**config.mk**
```make
export PLATFORM = sky130hd
export DESIGN_NAME = position_frame_deframer
export DESIGN_NICKNAME = d
export VERILOG_FILES = /design/src/rtl/core/pfd_pkg.sv /design/src/rtl/core/position_frame_deframer.sv
export SDC_FILE = /design/constraint.sdc
export NUM_CORES = 1
export LEC_CHECK = 0
export ABC_AREA = 1
export BUFFER_PORTS_ARGS = -buffer_cell sky130_fd_sc_hd__buf_4
export CORE_AREA = 5 5 267 269
export CTS_BUF_LIST = sky130_fd_sc_hd__clkbuf_8
export CTS_CLUSTER_DIAMETER = 50
export DETAILED_ROUTE_END_ITERATION = 12
export DIE_AREA = 0 0 272 274
export PLACE_DENSITY = 0.6
export SYNTH_ARGS = -nofsm -noshare
export SYNTH_HDL_FRONTEND = slang
export SYNTH_SLANG_ARGS = --single-unit
```
**constraint.sdc**
```tcl
create_clock -name clk -period 43.7 [get_ports clk]
set_input_delay 2.185 -clock clk [delete_from_list [all_inputs] [get_ports clk]]
set_output_delay 2.185 -clock clk [all_outputs]
set_load 0.1 [all_outputs]
```
**src/rtl/core/pfd_pkg.sv**
```systemverilog
package pfd_pkg;

    localparam int BYTE_W      = 8;
    localparam int WORD_W      = 32;
    localparam int CRC_W       = 16;
    localparam int NUM_WORDS   = 6;
    localparam int CNT_W       = 5;
    localparam int WIDX_W      = 3;
    localparam int CFG_IDX_W   = 2;

    localparam logic [BYTE_W-1:0] FRAME_ID_BYTE  = 8'h01;
    localparam logic [BYTE_W-1:0] FRAME_LEN_BYTE = 8'h18;
    localparam logic [CNT_W-1:0]  PAYLOAD_BYTES  = 5'd24;

    // configuration register indexes
    typedef enum logic [CFG_IDX_W-1:0] {
        CFG_HEADER_FIRST  = 2'd0,
        CFG_HEADER_SECOND = 2'd1,
        CFG_TAIL_FIRST    = 2'd2,
        CFG_TAIL_SECOND   = 2'd3
    } cfg_idx_t;

    typedef enum logic [2:0] {
        PH_HEAD0   = 3'd0,
        PH_HEAD1   = 3'd1,
        PH_ID      = 3'd2,
        PH_LEN     = 3'd3,
        PH_PAYLOAD = 3'd4,
        PH_CRC     = 3'd5,
        PH_TAIL0   = 3'd6,
        PH_TAIL1   = 3'd7
    } phase_t;

    typedef struct packed {
        logic [NUM_WORDS-1:0][WORD_W-1:0] words;
        logic [CRC_W-1:0]                 crc;
    } frame_t;

endpackage

```
**src/rtl/core/position_frame_deframer.sv**
```systemverilog
// Position frame deframer.
// Input channel (in_valid/in_stall): one received byte per item, with
// buffer_start marking the first byte of a receive buffer; that byte
// restarts the parser and is then parsed as the first hunted byte.
// Frame: header_first, header_second, 0x01, 0x18, 24 payload bytes,
// 2 crc bytes (not checked), tail_first, tail_second.
// Output channel (out_valid/out_stall): one item per frame whose second
// tail byte matches: six little-endian payload words and the crc.
// After the second tail byte (match or not) bytes are dropped until the
// next buffer start.
// Throughput: one byte per cycle while in_stall is low; the phase/counter
// update is a single register stage. A matching last tail byte registers
// its result into the output register, or into the skid entry if stalled.
// A result register plus one skid entry sit on the output; in_stall rises
// only when both are full, i.e. the receiver stalled with a result pending
// and another one completed meanwhile.
// Configuration writes (cfg_wr_en/cfg_index/cfg_data) are registered.
// Reset: config registers to zero, parser hunting the first header byte,
// output empty.
module position_frame_deframer (
    input  logic                          clk,
    input  logic                          rst_n,
    input  logic                          cfg_wr_en,
    input  logic [pfd_pkg::CFG_IDX_W-1:0] cfg_index,
    input  logic [pfd_pkg::BYTE_W-1:0]    cfg_data,
    input  logic                          in_valid,
    output logic                          in_stall,
    input  logic [pfd_pkg::BYTE_W-1:0]    rx_byte,
    input  logic                          buffer_start,
    output logic                          out_valid,
    input  logic                          out_stall,
    output logic [pfd_pkg::WORD_W-1:0]    word_zero,
    output logic [pfd_pkg::WORD_W-1:0]    word_one,
    output logic [pfd_pkg::WORD_W-1:0]    word_two,
    output logic [pfd_pkg::WORD_W-1:0]    word_three,
    output logic [pfd_pkg::WORD_W-1:0]    word_four,
    output logic [pfd_pkg::WORD_W-1:0]    word_five,
    output logic [pfd_pkg::CRC_W-1:0]     crc_field
);

    import pfd_pkg::*;

    logic [BYTE_W-1:0] header_first_reg;
    logic [BYTE_W-1:0] header_second_reg;
    logic [BYTE_W-1:0] tail_first_reg;
    logic [BYTE_W-1:0] tail_second_reg;

    phase_t            phase_reg, phase_next;
    logic [CNT_W-1:0]  count_reg, count_next;
    logic              halted_reg, halted_next;
    logic [CRC_W-1:0]  crc_reg, crc_next;
    logic [NUM_WORDS-1:0][WORD_W-1:0] payload_reg;

    logic              pay_wr;
    logic [WIDX_W-1:0] pay_widx;
    logic [1:0]        pay_bsel;

    logic              in_fire;
    logic              emit;
    logic              res_fire;
    frame_t            res_frame;

    frame_t            out_reg, out_next;
    logic              out_valid_reg, out_valid_next;
    frame_t            skid_reg, skid_next;
    logic              skid_valid_reg, skid_valid_next;

    assign in_stall = skid_valid_reg;
    assign in_fire  = in_valid && !in_stall;

    // config registers
    always_ff @(posedge clk or negedge rst_n)
    begin
        if (!rst_n)
        begin
            header_first_reg  <= '0;
            header_second_reg <= '0;
            tail_first_reg    <= '0;
            tail_second_reg   <= '0;
        end
        else if (cfg_wr_en)
        begin
            case (cfg_idx_t'(cfg_index))
                CFG_HEADER_FIRST:  header_first_reg  <= cfg_data;
                CFG_HEADER_SECOND: header_second_reg <= cfg_data;
                CFG_TAIL_FIRST:    tail_first_reg    <= cfg_data;
                CFG_TAIL_SECOND:   tail_second_reg   <= cfg_data;
                default:           ;
            endcase
        end
    end

    // parser next state
    always_comb
    begin
        phase_t           ph;
        logic [CNT_W-1:0] cnt;
        logic [CNT_W-1:0] cnt_inc;

        ph          = phase_reg;
        cnt         = count_reg;
        phase_next  = phase_reg;
        count_next  = count_reg;
        halted_next = halted_reg;
        crc_next    = crc_reg;
        pay_wr      = 1'b0;
        pay_widx    = count_reg[CNT_W-1:2];
        pay_bsel    = count_reg[1:0];
        emit        = 1'b0;
        cnt_inc     = count_reg + CNT_W'(1);

        if (in_fire)
        begin
            if (buffer_start)
            begin
                ph          = PH_HEAD0;
                cnt         = '0;
                halted_next = 1'b0;
                phase_next  = PH_HEAD0;
                count_next  = '0;
            end
            pay_widx = cnt[CNT_W-1:2];
            pay_bsel = cnt[1:0];
            cnt_inc  = cnt + CNT_W'(1);

            if (!halted_next)
            begin
                case (ph)
                    PH_HEAD0:
                        phase_next = (rx_byte == header_first_reg) ? PH_HEAD1 : PH_HEAD0;
                    PH_HEAD1:
                        phase_next = (rx_byte == header_second_reg) ? PH_ID : PH_HEAD0;
                    PH_ID:
                        phase_next = (rx_byte == FRAME_ID_BYTE) ? PH_LEN : PH_HEAD0;
                    PH_LEN:
                    begin
                        phase_next = (rx_byte == FRAME_LEN_BYTE) ? PH_PAYLOAD : PH_HEAD0;
                        count_next = '0;
                    end
                    PH_PAYLOAD:
                    begin
                        pay_wr = 1'b1;
                        if (cnt_inc >= PAYLOAD_BYTES)
                        begin
                            count_next = '0;
                            phase_next = PH_CRC;
                        end
                        else
                        begin
                            count_next = cnt_inc;
                        end
                    end
                    PH_CRC:
                    begin
                        if (cnt == '0)
                        begin
                            crc_next   = {crc_reg[CRC_W-1:BYTE_W], rx_byte};
                            count_next = CNT_W'(1);
                        end
                        else
                        begin
                            crc_next   = {rx_byte, crc_reg[BYTE_W-1:0]};
                            count_next = '0;
                            phase_next = PH_TAIL0;
                        end
                    end
                    PH_TAIL0:
                        phase_next = (rx_byte == tail_first_reg) ? PH_TAIL1 : PH_HEAD0;
                    PH_TAIL1:
                    begin
                        phase_next  = PH_HEAD0;
                        count_next  = '0;
                        halted_next = 1'b1;
                        emit        = (rx_byte == tail_second_reg);
                    end
                    default:
                    begin
                        phase_next = PH_HEAD0;
                        count_next = '0;
                    end
                endcase
            end
        end
    end

    always_ff @(posedge clk or negedge rst_n)
    begin
        if (!rst_n)
        begin
            phase_reg  <= PH_HEAD0;
            count_reg  <= '0;
            halted_reg <= 1'b0;
            crc_reg    <= '0;
        end
        else
        begin
            phase_reg  <= phase_next;
            count_reg  <= count_next;
            halted_reg <= halted_next;
            crc_reg    <= crc_next;
        end
    end

    // payload store, one byte lane written per item
    always_ff @(posedge clk)
    begin
        if (pay_wr && (pay_widx < WIDX_W'(NUM_WORDS)))
        begin
            case (pay_bsel)
                2'd0:    payload_reg[pay_widx][7:0]   <= rx_byte;
                2'd1:    payload_reg[pay_widx][15:8]  <= rx_byte;
                2'd2:    payload_reg[pay_widx][23:16] <= rx_byte;
                default: payload_reg[pay_widx][31:24] <= rx_byte;
            endcase
        end
    end

    // result: the crc is complete by the last tail byte, payload too
    assign res_fire        = emit;
    assign res_frame.words = payload_reg;
    assign res_frame.crc   = crc_reg;

    // output register plus skid entry
    always_comb
    begin
        out_next        = out_reg;
        out_valid_next  = out_valid_reg;
        skid_next       = skid_reg;
        skid_valid_next = skid_valid_reg;

        if (!out_valid_reg || !out_stall)
        begin
            if (skid_valid_reg)
            begin
                out_next        = skid_reg;
                out_valid_next  = 1'b1;
                skid_valid_next = 1'b0;
            end
            else
            begin
                out_next       = res_frame;
                out_valid_next = res_fire;
            end
        end
        else if (res_fire)
        begin
            skid_next       = res_frame;
            skid_valid_next = 1'b1;
        end
    end

    always_ff @(posedge clk or negedge rst_n)
    begin
        if (!rst_n)
        begin
            out_valid_reg  <= 1'b0;
            skid_valid_reg <= 1'b0;
        end
        else
        begin
            out_valid_reg  <= out_valid_next;
            skid_valid_reg <= skid_valid_next;
        end
    end

    always_ff @(posedge clk)
    begin
        out_reg  <= out_next;
        skid_reg <= skid_next;
    end

    assign out_valid  = out_valid_reg;
    assign word_zero  = out_reg.words[0];
    assign word_one   = out_reg.words[1];
    assign word_two   = out_reg.words[2];
    assign word_three = out_reg.words[3];
    assign word_four  = out_reg.words[4];
    assign word_five  = out_reg.words[5];
    assign crc_field  = out_reg.crc;

    a_skid_needs_out: assert property (@(posedge clk) disable iff (!rst_n)
        skid_valid_reg |-> out_valid_reg)
        else $error("skid entry full while output register empty");

    a_skid_fill: assert property (@(posedge clk) disable iff (!rst_n)
        $rose(skid_valid_reg) |-> $past(out_valid_reg && out_stall))
        else $error("skid filled without a stalled result");

    a_payload_count: assert property (@(posedge clk) disable iff (!rst_n)
        (phase_reg == PH_PAYLOAD) |-> (count_reg < PAYLOAD_BYTES))
        else $error("payload byte count out of range");

    a_halted_idle: assert property (@(posedge clk) disable iff (!rst_n)
        halted_reg |-> (phase_reg == PH_HEAD0 && count_reg == '0))
        else $error("halted parser not parked in hunt");

    a_emit_halts: assert property (@(posedge clk) disable iff (!rst_n)
        res_fire |=> halted_reg)
        else $error("parser not halted after a frame");

endmodule
```
* Yosys cells after proc, flatten, opt, wreduce, memory -nomap -nowiden
Index checks and enable logic that the tools add are counted.
** Operators by class
- Reductions and logical operators :: 20
- $lt $le $gt $ge :: 4
- Add/subtract/negate cells :: 1
- Bitwise gates (word level) :: 3
- Mux-type cells :: 46
- Equality and inequality tests :: 18
** Operators with widths (count)
- bitwise mux 192 bit :: 4
- case mux 192 bit (3 select lines) :: 1
- demux 32 bit (select 3 bit) :: 4
- two-way mux 208 bit :: 1
- == test 8 bit :: 4
- two-way mux 32 bit :: 1
- two-way mux 24 bit :: 1
- two-way mux 3 bit :: 8
- case mux 3 bit (8 select lines) :: 1
- two-way mux 5 bit :: 4
- two-way mux 16 bit :: 1
- two-way mux 1 bit :: 15
- case mux 5 bit (3 select lines) :: 1
- == test 3 bit, second input constant :: 4
- AND reduction 2 bit :: 5
- == test 8 x 1 -> 1 bit, second input constant :: 1
- == test 8 x 5 -> 1 bit, second input constant :: 1
- two-way mux 8 bit :: 1
- AND reduction 4 bit :: 2
- == test 2 bit, second input constant :: 3
- == test 3 x 2 -> 1 bit, second input constant :: 2
- two-way mux 2 bit :: 3
- adder 5 x 1 -> 5 bit, second input constant :: 1
- >= comparator 5 bit, second input constant :: 1
- 14 further kinds :: 22
** Storage, ports and cells
- Flip-flop bits (word level) :: 667
- Bits of input ports :: 24
- Logic and storage cells :: 123

* Logic depth before layout (Yosys ltp)
- Depth after elaboration :: 10
- Mapped depth :: 13
- Depth with buffers taken out :: 13

* Worst setup path after synthesis
No wires, ideal clock.
- Kind :: input port to flip-flop
- Start point :: input out_stall
- End point :: register skid_reg[0] (netlist bit), enable pin
- Required time :: 41.485 ns
- Setup time :: 2.215 ns
- Setup slack :: 22.416 ns
- Path buffers :: 0
- Data arrival time :: 19.069 ns
- Stages :: 2
- Cells stage by stage :: nand2_1 > nor2_1
** On the way
- Word-level cells in the longest chain between the ends :: 4
** RTL lines
- start: declaration :: line position_frame_deframer.sv:31 : input logic out_stall,
- logical NOT 1 bit :: line position_frame_deframer.sv:231 : if (!out_valid_reg || !out_stall)
- logical OR 1 bit :: line position_frame_deframer.sv:231
- NOT 1 bit (no source line)
- AND reduction 2 bit (no source line)
- end signal: assignment :: line position_frame_deframer.sv:269 : skid_reg <= skid_next;
- end: declaration :: line position_frame_deframer.sv:65 : frame_t skid_reg, skid_next;
No other way between the ends.
A chain may end at the register's enable or synchronous reset.

* Worst setup path after layout
- Start point :: input rx_byte[4] (netlist bit)
- End point :: register skid_reg[29] (netlist bit), enable pin
** On the way
- Word-level cells in the longest chain between the ends :: 5
** RTL lines
- start: declaration :: line position_frame_deframer.sv:28 : input logic [pfd_pkg::BYTE_W-1:0] rx_byte,
- == test 8 bit :: line position_frame_deframer.sv:174 : emit = (rx_byte == tail_second_reg);
- two-way mux 1 bit :: line position_frame_deframer.sv:128 : case (ph)
- two-way mux 1 bit :: line position_frame_deframer.sv:126 : if (!halted_next)
- two-way mux 1 bit :: line position_frame_deframer.sv:112 : if (in_fire)
- AND reduction 2 bit (no source line)
No other way between the ends.

==> impl_results.md <==
* Crit. End Element: flip-flop
* Minimum clock period at 5.13 ns
* DRT Pass-1 Iters at 5
* DIE AREA at 74500 µm²
* Num CTS Buffers at 109
* Slowest CP cell: buf_4
* Yosys cell types at 40
* Pin count of the biggest net entering global routing at 123
* Port bufs at 233
* CTS resizes at 0
* # DRC at 0
* Core ar. at 68300 µm²
* Starting DRT DRC Count at 1635
* Commonest non-fill, non-tap cells in the layout: 608 x edfxtp_1, 484 x nand2_1, 275 x inv_1, 254 x o21ai_0, 251 x buf_4
* Post-Synth Simple-Gate Area at 0.101
* Commonest non-fill, non-tap cell in the layout: edfxtp_1
* Critical path's top delay family: buffers and inverters
* Clock sinks at 667
* Max_cap viols at 0
* Number of routed nets with antenna violations at 0
* # nets final at 2497
* Placed inst area at ~30000 µm²
* Via density at ~5
* Worst-Skew Late Latency at 0.72 ns
* WS Path Type: input pin to flip-flop
* CP Buf/Inv Count at 3
* Crit Path Max Fanout at around 70
* Yosys Warn Count at 0
* Sequential element share of the synthesized area at 0.727
* Global-route wire length before repair at 104000 µm
* Critical Path AT at 5.43 ns
* IO Count at 234
* Pleak at between 10 and 15 nW
* Share of cells above drive strength 1 at 0.179
* Hpwl dp at 42500 µm
* Clock root buffer: clkbuf_8
* H-tree Lvls at 3
* Mapped Area at 27100 µm²
* Worst Path Required at 44.00 ns
* Max Clock Skew at about 0.064 ns
* Post-synthesis xor/xnor area fraction at 0.00613
* Clock-pin slew on the worst setup and hold paths at 0.06 ns
* Synth top area share at 0.673
* Synth Area in Adders at 0.00138
* Die Span X at roughly 270 µm
* Origin of the critical flop-to-flop path: in_stall
* Deepest clock path buffer count at 3
* Vias in the first global route at 17324
* VDD IR-drop max at 0.0000200 V
* CP max stage delay at 0.88 ns
* Rows at 96
* Period utilization at 0.117
* Die Ht at 274 µm
* CP Launch Type: input pin
* Area contributors post-synth: edfxtp_1 67%, nand2_1 6.7%, dfrtp_1 5.4%
* Routed WL at 68500 µm
* Run status: complete, no violations
* Hold/Removal Path Class: flip-flop to flip-flop
* Grt ovf at 0
* Crit-path cells: buf_4 > clkinv_1 > nand2_1 > nand4_1 > nor3_1 > nand3_1 > nor2_4 > buf_4
* Gr usage total at 0.179
* Setup Viol. Count Final at 0
* Fin util at 0.462
* Mux cell area share after synthesis at 0
* Measured slew at the worst slew-check pin at 1.22 ns
* F_max at 0.195 GHz
* Final hold violations at 0
* Initial antenna violation count at 2
* Setup TNS at 0 ns
* Hold_buf cts at 0
* TritonCTS clock tree: done
* #FFs+latches synth at 667
* Vias after detailed routing at 17618
* Post-synthesis compound-gate area fraction at 0.110
* Layout Area Growth over Synthesis at 16.5%
* Fin area at 31600 µm²
* # Post-CTS Setup Buffers at 0
* Final Max Tran Viols at 0
* Syn Nets at 2250
* RD Place Congestion at 0.805
* Starting Density at 0.397
* PwrDens at roughly 39 nW/µm²
* RSZ-0062 raised after global routing: false
* Most used cell, CP: buf_4
* DR WL/cell at between 15 and 20 µm
* Syn Inst Count at approximately 2200
* Slew headroom at 0.183
* Worst Setup SP: rx_byte[4]
* Largest area contributor in the netlist: edfxtp_1
* Hold slack at 0.430 ns
* Average size of a mapped cell at 12.2 µm²
* Combinational family with the most area after synthesis: compound AO/OA/AOI/OAI gates
[layer usage]
| metal | vias to the layer above | track usage | wire length [µm] | share of wire |
|---|---|---|---|---|
| li1 | 8337 | - | - | - |
| met1 | 8541 | 0.251 | 30400 | 0.44 |
| met2 | 637 | 0.285 | 31900 | 0.47 |
| met3 | 103 | 0.0324 | 4490 | 0.066 |
| met4 | 0 | 0.0602 | 1790 | 0.026 |
| met5 | - | 0 | 0 | 0 |
[final timing paths]
check                                      to  slack, ns  depth (start not counted)
worst min-delay path            skid_reg[157]       0.43                          0
worst max register to register      flip-flop      39.38                          8
max in group asynchronous            in_stall      41.53                          1
worst min register to register  skid_reg[157]       0.43                          0
min in group asynchronous          crc_reg[7]       1.57                          1
worst max-delay path             skid_reg[29]      38.57                          8
[synthesized netlist by cell type, drive strengths merged]
cell type	n
nor2	34
clkinv	2
a21oi	10
buf	41
xor2	9
o22ai	81
a22oi	1
o21ai	379
nor3	7
ha	3
nand2	514
inv	247
or2	1
edfxtp	608
nand3b	1
nand3	75
clkbuf	74
xnor2	10
nand4	3
o211ai	64
dfrtp	59
[logic make-up (layout without fill, tap and decap cells)]
kind of cell	count (synthesis)	after routing
xor gates and xnor gates	19	19
buffers and inverters	364	698
other	0	1
and+or+nand+nor	635	635
DFF	667	667
AOI/OAI and AO/OA	535	535
adders and majority gates	3	3
[per-stage QoR]
| step | instances | power, mW | setup WS (ns) |
|---|---|---|---|
| finish | 3440 | 1.23 | 38.57 |
| floorplan | 2223 | 0.730 | 22.42 |
| global placement | 3241 | 0.741 | 37.76 |
| detailed placement | 3241 | 0.741 | 37.76 |
| global route | 3440 | 1.28 | 38.30 |
| CTS | 3439 | 1.24 | 38.51 |
[worst reg2reg max path: cells and delay by family, from the launching register on]
family                 cells  cell delay, ns
buffers and inverters      4            1.69
flip-flops                 1            0.76
AND/OR/NAND/NOR            4            1.37
[power by group]
part	switching, mW	internal, mW
sequential	0.00471	0.693
combinational	0.0208	0.00929
clock	0.250	0.250
total	0.275	0.953
[final cells by class]
class,instances,area (µm²)
Multi-Input combinational cell,1192,5950
Clock inverter,86,444
Timing Repair Buffer,251,1880
Clock buffer,112,1540
Sequential cell,667,19700
Fill cell,6155,36700
Inverter,249,943
Tap cell,882,1100
Antenna cell,1,2.50
(Power assumes the default switching activity.)
